**src/rtl/shrc_pkg.sv**
```systemverilog
// shared types, register indexes and band constants of the staged heater relay control
`default_nettype none

package shrc_pkg;

   localparam int unsigned HourWidth  = 5;
   localparam int unsigned TempWidth  = 8;
   localparam int unsigned GapWidth   = 10;
   localparam int unsigned CsrAddrWidth = 3;
   localparam int unsigned CsrDataWidth = 8;

   // run modes
   localparam logic [1:0] MODE_OFF    = 2'd0;
   localparam logic [1:0] MODE_THERMO = 2'd1;
   localparam logic [1:0] MODE_SCHED  = 2'd2;
   localparam logic [1:0] MODE_WIDE   = 2'd3;

   // register indexes
   localparam logic [CsrAddrWidth-1:0] REG_HEAT_MODE   = 3'd0;
   localparam logic [CsrAddrWidth-1:0] REG_TARGET_TEMP = 3'd1;
   localparam logic [CsrAddrWidth-1:0] REG_WIN1_START  = 3'd2;
   localparam logic [CsrAddrWidth-1:0] REG_WIN1_STOP   = 3'd3;
   localparam logic [CsrAddrWidth-1:0] REG_WIN2_START  = 3'd4;
   localparam logic [CsrAddrWidth-1:0] REG_WIN2_STOP   = 3'd5;
   localparam logic [CsrAddrWidth-1:0] REG_WIN3_START  = 3'd6;
   localparam logic [CsrAddrWidth-1:0] REG_WIN3_STOP   = 3'd7;

   // gap band edges and limits
   localparam logic signed [GapWidth-1:0] BAND_5  = 10'sd5;
   localparam logic signed [GapWidth-1:0] BAND_10 = 10'sd10;
   localparam logic signed [GapWidth-1:0] BAND_15 = 10'sd15;
   localparam logic signed [GapWidth-1:0] BAND_20 = 10'sd20;
   localparam logic [TempWidth-1:0]       TARGET_MAX = 8'd80;

   localparam logic [3:0] POWER_NONE = 4'd0;
   localparam logic [3:0] POWER_LOW  = 4'd2;
   localparam logic [3:0] POWER_MID  = 4'd5;
   localparam logic [3:0] POWER_HIGH = 4'd8;

   typedef struct packed {
      logic [1:0]           heat_mode;
      logic [TempWidth-1:0] target_temp;
      logic [HourWidth-1:0] win1_start;
      logic [HourWidth-1:0] win1_stop;
      logic [HourWidth-1:0] win2_start;
      logic [HourWidth-1:0] win2_stop;
      logic [HourWidth-1:0] win3_start;
      logic [HourWidth-1:0] win3_stop;
   } shrc_cfg_type;

   // laid out so that the lowest bit is main_relay, as on the result bus
   typedef struct packed {
      logic [1:0] ready_window;
      logic       fan_on;
      logic [3:0] power_level;
      logic       heating;
      logic       keep_warm;
      logic [2:0] relays;      // bit0 low, bit1 mid, bit2 high
      logic       main_relay;
   } shrc_state_type;

   localparam int unsigned StateWidth = $bits(shrc_state_type);
   localparam int unsigned RspDataWidth = ((StateWidth + 7) / 8) * 8;
   localparam int unsigned ReqDataWidth = ((HourWidth + TempWidth + 7) / 8) * 8;

endpackage

`default_nettype wire

```
**src/rtl/shrc_core.sv**
```systemverilog
// next relay and status state for one control tick
`default_nettype none

module shrc_core
   import shrc_pkg::*;
(
   input  shrc_cfg_type          cfg,
   input  shrc_state_type        state_cur,
   input  logic [HourWidth-1:0]  hour_now,
   input  logic [TempWidth-1:0]  measured_temp,
   output shrc_state_type        state_next
);

   logic signed [GapWidth-1:0] gap;
   logic signed [GapWidth-1:0] band_a;
   logic signed [GapWidth-1:0] band_b;
   logic signed [GapWidth-1:0] band_c;
   logic                       in_low;
   logic                       in_mid;
   logic                       in_high;
   logic                       off_rule;
   logic [2:0]                 work;
   logic [2:0]                 ready;
   logic [HourWidth-1:0]       win_s [3];
   logic [HourWidth-1:0]       win_e [3];
   logic [HourWidth-1:0]       win_p [3];
   logic [HourWidth-1:0]       win_end [3];
   logic [1:0]                 idx;
   logic                       reached;

   assign gap = $signed({2'b00, cfg.target_temp})
              - $signed({{(GapWidth-TempWidth){measured_temp[TempWidth-1]}}, measured_temp});

   always_comb begin
      if (cfg.heat_mode == MODE_WIDE) begin
         band_a = BAND_10;
         band_b = BAND_15;
         band_c = BAND_20;
      end else begin
         band_a = BAND_5;
         band_b = BAND_10;
         band_c = BAND_15;
      end
   end

   assign in_low   = (gap >= band_a) && (gap <= band_b);
   assign in_mid   = (gap > band_b) && (gap <= band_c);
   assign in_high  = gap > band_c;
   assign off_rule = (gap <= 10'sd0) || (cfg.target_temp > TARGET_MAX);

   assign win_s[0] = cfg.win1_start;
   assign win_e[0] = cfg.win1_stop;
   assign win_p[0] = cfg.win3_stop;
   assign win_s[1] = cfg.win2_start;
   assign win_e[1] = cfg.win2_stop;
   assign win_p[1] = cfg.win1_stop;
   assign win_s[2] = cfg.win3_start;
   assign win_e[2] = cfg.win3_stop;
   assign win_p[2] = cfg.win2_stop;

   // window active and ready tests, both wrap past midnight
   always_comb begin
      for (int k = 0; k < 3; k++) begin
         if (win_e[k] < win_s[k]) begin
            work[k]    = !((hour_now >= win_e[k]) && (hour_now < win_s[k]));
            win_end[k] = win_s[k];
         end else begin
            work[k]    = (hour_now >= win_s[k]) && (hour_now < win_e[k]);
            win_end[k] = win_e[k];
         end
         if (win_end[k] < win_p[k]) begin
            ready[k] = !((hour_now >= win_end[k]) && (hour_now < win_p[k]));
         end else begin
            ready[k] = (hour_now >= win_p[k]) && (hour_now < win_end[k]);
         end
      end
   end

   // windows tested in order, stopping at the first active one
   always_comb begin
      idx     = state_cur.ready_window;
      reached = 1'b1;
      for (int k = 0; k < 3; k++) begin
         if (reached && ready[k]) begin
            idx = 2'(k + 1);
         end
         reached = reached && !work[k];
      end
   end

   always_comb begin
      state_next = state_cur;
      case (cfg.heat_mode)
         MODE_OFF: begin
            state_next.main_relay = 1'b0;
            state_next.relays     = 3'b000;
         end
         MODE_THERMO, MODE_WIDE, MODE_SCHED: begin
            state_next.main_relay = 1'b1;
            if (cfg.heat_mode == MODE_SCHED) begin
               state_next.ready_window = idx;
            end
            if ((cfg.heat_mode == MODE_SCHED) ? (work == 3'b000) : off_rule) begin
               state_next.relays      = 3'b000;
               state_next.keep_warm   = 1'b1;
               state_next.heating     = 1'b0;
               state_next.power_level = POWER_NONE;
               state_next.fan_on      = 1'b1;
            end else if (in_low) begin
               state_next.relays[0]   = 1'b1;
               state_next.keep_warm   = 1'b1;
               state_next.heating     = 1'b0;
               state_next.power_level = POWER_LOW;
               state_next.fan_on      = 1'b1;
            end else if (in_mid) begin
               state_next.relays[1]   = 1'b1;
               state_next.keep_warm   = 1'b0;
               state_next.heating     = 1'b1;
               state_next.power_level = POWER_MID;
               state_next.fan_on      = 1'b1;
            end else if (in_high) begin
               state_next.relays[2]   = 1'b1;
               state_next.keep_warm   = 1'b0;
               state_next.heating     = 1'b1;
               state_next.power_level = POWER_HIGH;
               state_next.fan_on      = 1'b1;
            end
         end
         default: begin
            state_next = state_cur;
         end
      endcase
   end

endmodule

`default_nettype wire

```
**src/rtl/staged_heater_relay_control.sv**
```systemverilog
// top level of the staged heater relay control: registers, state update and result buffer
//
//   channel | dir | handshake              | content
//   req     | in  | req_tvalid/req_tready  | hour_now, measured_temp
//   rsp     | out | rsp_tvalid/rsp_tready  | relays, status, power, ready window
//   csr     | in  | csr_we                 | run mode, target, window hours
//
// one tick per cycle while req_tready is high: the relay state is updated by a single
// level of compare logic at the req transfer and the result is registered for rsp.
// a two-entry result buffer (output register plus skid) keeps req open while rsp stalls;
// req_tready drops only when both entries hold results.
// reset clears registers, relay state and the buffer.
`default_nettype none

module staged_heater_relay_control
   import shrc_pkg::*;
(
   input  logic                     clock,
   input  logic                     reset,
   input  logic                     req_tvalid,
   output logic                     req_tready,
   // [4:0] hour_now, [12:5] measured_temp, [15:13] zero
   input  logic [ReqDataWidth-1:0]  req_tdata,
   output logic                     rsp_tvalid,
   input  logic                     rsp_tready,
   // [0] main_relay, [1] relay_low, [2] relay_mid, [3] relay_high, [4] keep_warm,
   // [5] heating, [9:6] power_level, [10] fan_on, [12:11] ready_window, [15:13] zero
   output logic [RspDataWidth-1:0]  rsp_tdata,
   input  logic                     csr_we,
   input  logic [CsrAddrWidth-1:0]  csr_addr,
   input  logic [CsrDataWidth-1:0]  csr_wdata
);

   shrc_cfg_type   cfg_ff;
   shrc_state_type state_ff;
   shrc_state_type state_in;
   shrc_state_type rsp_data_ff;
   shrc_state_type rsp_data_in;
   shrc_state_type skid_data_ff;
   shrc_state_type skid_data_in;
   logic           rsp_valid_ff;
   logic           rsp_valid_in;
   logic           skid_valid_ff;
   logic           skid_valid_in;
   logic           req_fire;
   logic           rsp_fire;

   assign req_tready = !skid_valid_ff;
   assign req_fire   = req_tvalid && req_tready;
   assign rsp_tvalid = rsp_valid_ff;
   assign rsp_fire   = rsp_valid_ff && rsp_tready;
   assign rsp_tdata  = {{(RspDataWidth-StateWidth){1'b0}}, rsp_data_ff};

   shrc_core u_core (
      .cfg           (cfg_ff),
      .state_cur     (state_ff),
      .hour_now      (req_tdata[HourWidth-1:0]),
      .measured_temp (req_tdata[HourWidth+TempWidth-1:HourWidth]),
      .state_next    (state_in)
   );

   always_ff @(posedge clock) begin
      if (reset) begin
         cfg_ff <= '0;
      end else if (csr_we) begin
         case (csr_addr)
            REG_HEAT_MODE:   cfg_ff.heat_mode   <= csr_wdata[1:0];
            REG_TARGET_TEMP: cfg_ff.target_temp <= csr_wdata[TempWidth-1:0];
            REG_WIN1_START:  cfg_ff.win1_start  <= csr_wdata[HourWidth-1:0];
            REG_WIN1_STOP:   cfg_ff.win1_stop   <= csr_wdata[HourWidth-1:0];
            REG_WIN2_START:  cfg_ff.win2_start  <= csr_wdata[HourWidth-1:0];
            REG_WIN2_STOP:   cfg_ff.win2_stop   <= csr_wdata[HourWidth-1:0];
            REG_WIN3_START:  cfg_ff.win3_start  <= csr_wdata[HourWidth-1:0];
            REG_WIN3_STOP:   cfg_ff.win3_stop   <= csr_wdata[HourWidth-1:0];
            default: begin
               cfg_ff <= cfg_ff;
            end
         endcase
      end
   end

   always_ff @(posedge clock) begin
      if (reset) begin
         state_ff <= '0;
      end else if (req_fire) begin
         state_ff <= state_in;
      end
   end

   // result buffer: skid drains into the output register first
   always_comb begin
      rsp_valid_in  = rsp_valid_ff;
      rsp_data_in   = rsp_data_ff;
      skid_valid_in = skid_valid_ff;
      skid_data_in  = skid_data_ff;
      if (rsp_fire) begin
         rsp_valid_in  = skid_valid_ff;
         rsp_data_in   = skid_data_ff;
         skid_valid_in = 1'b0;
      end
      if (req_fire) begin
         if (!rsp_valid_in) begin
            rsp_valid_in = 1'b1;
            rsp_data_in  = state_in;
         end else begin
            skid_valid_in = 1'b1;
            skid_data_in  = state_in;
         end
      end
   end

   always_ff @(posedge clock) begin
      if (reset) begin
         rsp_valid_ff  <= 1'b0;
         skid_valid_ff <= 1'b0;
      end else begin
         rsp_valid_ff  <= rsp_valid_in;
         skid_valid_ff <= skid_valid_in;
      end
   end

   always_ff @(posedge clock) begin
      rsp_data_ff  <= rsp_data_in;
      skid_data_ff <= skid_data_in;
   end

   // skid never holds a result ahead of an empty output register
   a_skid_behind_rsp: assert property (@(posedge clock) disable iff (reset)
      skid_valid_ff |-> rsp_valid_ff)
      else $error("skid entry valid while output register empty");

   a_stall_fills_skid: assert property (@(posedge clock) disable iff (reset)
      (req_fire && rsp_valid_ff && !rsp_tready) |=> skid_valid_ff)
      else $error("transfer during stall not held in skid");

   a_off_opens_all: assert property (@(posedge clock) disable iff (reset)
      (req_fire && cfg_ff.heat_mode == MODE_OFF) |=>
         (state_ff.relays == 3'b000 && !state_ff.main_relay))
      else $error("off mode left a relay closed");

   a_window_only_sched: assert property (@(posedge clock) disable iff (reset)
      (req_fire && cfg_ff.heat_mode != MODE_SCHED) |=>
         (state_ff.ready_window == $past(state_ff.ready_window)))
      else $error("ready window changed outside scheduled mode");

   a_power_levels: assert property (@(posedge clock) disable iff (reset)
      (state_ff.power_level == POWER_NONE) || (state_ff.power_level == POWER_LOW) ||
      (state_ff.power_level == POWER_MID) || (state_ff.power_level == POWER_HIGH))
      else $error("power level outside the reported set");

endmodule

`default_nettype wire

```
**config.mk**
```make
export PLATFORM = sky130hd
export DESIGN_NAME = staged_heater_relay_control
export DESIGN_NICKNAME = d
export VERILOG_FILES = /design/src/rtl/shrc_pkg.sv /design/src/rtl/shrc_core.sv /design/src/rtl/staged_heater_relay_control.sv
export SDC_FILE = /design/constraint.sdc
export NUM_CORES = 1
export LEC_CHECK = 0
export BUFFER_PORTS_ARGS = -buffer_cell sky130_fd_sc_hd__buf_2
export CORE_UTILIZATION = 45
export CTS_BUF_LIST = sky130_fd_sc_hd__clkbuf_2 sky130_fd_sc_hd__clkbuf_4 sky130_fd_sc_hd__clkbuf_8
export CTS_CLUSTER_DIAMETER = 200
export DETAILED_ROUTE_END_ITERATION = 10
export PLACE_DENSITY_LB_ADDON = 0.1
export SLEW_MARGIN = 20
export SYNTH_ARGS = -nofsm -noshare
export SYNTH_HDL_FRONTEND = slang
export SYNTH_HIERARCHICAL = 1
export SYNTH_SLANG_ARGS = --single-unit
```
**constraint.sdc**
```tcl
create_clock -name clock -period 3.9 [get_ports clock]
set_clock_uncertainty 0.05 [all_clocks]
set_input_delay 0.39 -clock clock [delete_from_list [all_inputs] [get_ports clock]]
set_output_delay 0.39 -clock clock [all_outputs]
set_load 0.02 [all_outputs]
```
# After elaboration in Yosys (flattened, before gate mapping)
# Index checks and enable logic that the tools add are counted.
[totals] reg_bits=80 word_cells=149 output_inout_bits=18
[op_classes] order_cmp=31 n_addsub=1 n_mux=35 eq_ne=10 reduce_logical=42
[ops] op="$lt 5x5->1" count=15
[ops] op="$ge 5x5->1" count=9
[ops] op="$mux 13" count=3
[ops] op="$mux 5" count=4
[ops] op="$logic_and 1x1->1" count=19
[ops] op="$reduce_and 2->1" count=9
[ops] op="$mux 1" count=15
[ops] op="$mux 7" count=2
[ops] op="$eq 3x3->1 const B" count=4
[ops] op="$ge 10x5->1" count=1
[ops] op="$gt 10x5->1" count=1
[ops] op="$gt 10x6->1" count=1
[ops] op="$le 10x1->1 const B" count=1
[ops] op="$le 10x5->1" count=1
[ops] op="$le 10x6->1" count=1
[ops] op="$mux 10" count=1
[ops] op="$mux 2" count=5
[ops] op="$sub 9x8->10" count=1
[ops] op="$logic_not 1->1" count=9
[ops] op="$mux 9" count=1
[ops] op="$gt 8x7->1 const B" count=1
[ops] op="$mux 8" count=1
[ops] op="$pmux 4 s2" count=1
[ops] op="$eq 3x2->1 const B" count=2
[ops] op="other kinds (9)" count=11

# Depth between registers and ports, before layout
[logic_depth] word_depth=13 depth_mapped=21

# By module
# The synthesis kept the hierarchy.
[by_module_without_submodules] mod="shrc_core" cells_each=438 area_each_um2=3130.5 seq_area_each_um2=0.0 n_inst=1
[by_module_without_submodules] mod="staged_heater_relay_control" cells_each=286 area_each_um2=3086.7 seq_area_each_um2=1751.7 n_inst=1

# Least setup slack after synthesis
# Ideal clock, no wire load.
[synth_path] path_kind="register to register" startpoint="reg cfg_ff[7] (netlist bit)" endpoint="reg state_ff[11] (netlist bit)" period_less_slack_ps=3431 slack_ps=469 path_stages_with_launch=21 arrival_time_ps=3311 n_path_buf=1 setup_ps=70 path_cell_list="dfxtp_1 -> inv_1 -> ha_1 -> a21o_1 -> a31oi_1 -> o21ai_0 -> clkbuf_1 -> o21ai_0 -> inv_1 -> ha_1 -> nor2b_1 -> o21a_1 -> o21a_1 -> o21ai_0 -> nand2b_1 -> a311oi_1 -> o31ai_1 -> nor2b_1 -> o22ai_1 -> nand2_1 -> a21oi_1"
[synth_rtl] item="start: declaration" line_no="staged_heater_relay_control.sv:34" rtl="shrc_cfg_type cfg_ff;"
[synth_rtl] item="start signal: assignment" line_no="staged_heater_relay_control.sv:76" rtl="cfg_ff <= cfg_ff;"
[synth_rtl] item="end signal: assignment" line_no="staged_heater_relay_control.sv:86" rtl="state_ff <= state_in;"
[synth_rtl] item="end: declaration" line_no="staged_heater_relay_control.sv:35" rtl="shrc_state_type state_ff;"

==> qor.yml <==
clock_tree:
  cts_tree: "done"
  clk_pin_slew_worst_paths_ns: 0.09
  cts_buffers: 9
  cts-hold-fix-buffers: 0
  insertion_delay_ns: 0.38
  clock-root-buffer: "clkbuf_8"
  cts_buffer_depth: 2
  numClockSinks: 80
  htreeDepth: 3
layout:
  final_util_pct: 51.39
  layout-drive-gt1-share_pct: 16.38
  num-nets-final: 878
  n_antenna_cell: 0
  area_growth_pct: 10.90
  fin_area_um2: 6859
  finalNonFillerCells: 939
die:
  fp-row-count: 42
  die_x_um: 119.2
  core_um2: 13350
  dieArea_um2: 14220
  ios: 50
  initial_utilization_pct: 46.33
  die_h_um: 119.2
setup_path:
  crit_fanout: 8
  reg2reg_depth: 17
  start_kind: "flip-flop"
  arrival_ns: 3.87
  required_ns: 4.10
  crit_type: "flip-flop to flip-flop"
  cp-end-kind: "flip-flop"
global_routing:
  groute.usage.overall_pct: 21.87
  antenna_found_initial: 0
  grt_pass1_wl_um: 24550
  grt_max_degree: 55
  grt_pass1_vias: 5082
  grt.overflow.total: 0
detailed_routing:
  num_vias: 5174
  ant_nets: 0
  drt_iter0_drc: 219
  wirelength_um: 14940
  wl_per_cell_um: 15.91
  drc: 0
  dr.pass1.iters: 4
  vias_per_cell: 5.510
power:
  ir_drop_uv: 229.7
  leakagePower_nw: 3.072
  finalPower_mw: 2.038
  power_density_nw_per_um2: 297.2
timing:
  slew_headroom_pct: 33.12
  fin_crit_sh_pct: 94.23
  setup_slack_ns: 0.2249
  finalSetupTns_ns: 0
  finalMaxSlewViolations: 0
  post-route-min-period_ns: 3.675
  timing.hold.ws_ns: 0.2051
  timing.fmax_mhz: 272.1
  finalSetupViolations: 0
  tightest_slew_ns: 1.003
  finalHoldViolations: 0
run:
  drv_cap: 0
placement:
  hpwl_um: 11400
  place_congestion: 0.8592
  dpl-instance-area_um2: 6514
  port_buffers: 43
  pre_cts_slack_ns: -0.02239
  dp.cells: 922
worst_hold_path:
  hold_path_class: "input port to flip-flop"
  whs_path_depth: 2
yosys:
  synth.avg_cell_area_um2: 8.590
  syn-instance-count: 720
  yosysWarnings: 6
  syn_area_um2: 6185
status:
  status: "finished, final reports clean"
power by group:
| part | total (mW) | internal, mW | leakage (nW) | switching (mW) |
|---|---|---|---|---|
| clock network | 0.685 | 0.361 | 0.111 | 0.323 |
| registers | 0.883 | 0.865 | 0.659 | 0.0182 |
| logic | 0.470 | 0.191 | 2.30 | 0.280 |
cell type report:
| class | instances | area [um^2] |
|---|---|---|
| fillers | 1275 | 6489 |
| multi-input cells | 537 | 4086 |
| flip-flops and latches | 80 | 1735 |
| repair buffers | 58 | 327.8 |
| inverters | 72 | 270.3 |
| well taps | 176 | 220.2 |
| clock buffers | 9 | 123.9 |
| clock inverters | 7 | 95.09 |
flip-flops by register name, indices dropped and copies added, names as in the netlist:
register       count
skid_data_ff      13
state_ff          12
cfg_ff            40
skid_valid_ff      1
rsp_tvalid         1
rsp_tdata         13
per-layer routing:
metal  GRT usage, %  part of all wire, %  vias up
li1               -                    -     2623
met1          25.94                   45     2441
met2          39.03                   49       78
met3          4.071                  2.6       32
met4          7.832                  2.8        0
met5              0                    0        -
critical path, stage by stage, from the launching register on:
cell and delay, ns:
dfxtp_1 0.35, inv_1 0.09, ha_1 0.31, a21o_1 0.17
a31oi_2 0.21, o21ai_2 0.15, nand2_1 0.09, o21ai_0 0.17
ha_1 0.25, or3_1 0.34, a211o_1 0.25, a221oi_2 0.27
mux2i_1 0.31, nand2_1 0.10, nor2b_1 0.15, o22ai_2 0.11
nand3_1 0.09, o21ai_0 0.09
path summary, 6_finish.rpt:
path / start / endpoint / slack, ns
worst max-delay path: cfg_ff[17]$_SDFFE_PP0P_ / rsp_tdata[11]$_DFF_P_ / 0.22
worst min register to register: state_ff[5]$_SDFFE_PP0P_ / state_ff[5]$_SDFFE_PP0P_ / 0.41
worst max register to register: cfg_ff[17]$_SDFFE_PP0P_ / rsp_tdata[11]$_DFF_P_ / 0.22
worst min-delay path: rsp_tready / skid_valid_ff$_SDFF_PP0_ / 0.21
placed cells by master (no fill, tap or decap), drive strengths merged, types with 3 or more instances in the layout:
cell type  instances
o41a               3
o21a              13
clkbuf             9
clkinv             4
nand2             52
mux2i             56
or2b               3
nand3             24
a21oi             49
buf               58
o21ai             49
or2                3
ha                87
and3               3
a21o              20
edfxtp            13
nor3              10
and4bb             3
a31oi              5
dfxtp             67
or3                3
conb               3
inv               73
nand4              4
nor2b             11
o31ai              3
nand4b             3
a211oi             7
nand2b            12
o41ai              3
nor2              67
what timing repair did:
| item | in CTS | in global routing |
|---|---|---|
| setup endpoints to repair | 3 | 31 |
| resized for setup | 2 | 29 |
| buffers inserted | 0 | 1 |
| cloned | 0 | 0 |
| pin swaps | 0 | 6 |
No activity file was read; power rests on OpenSTA's default activity.
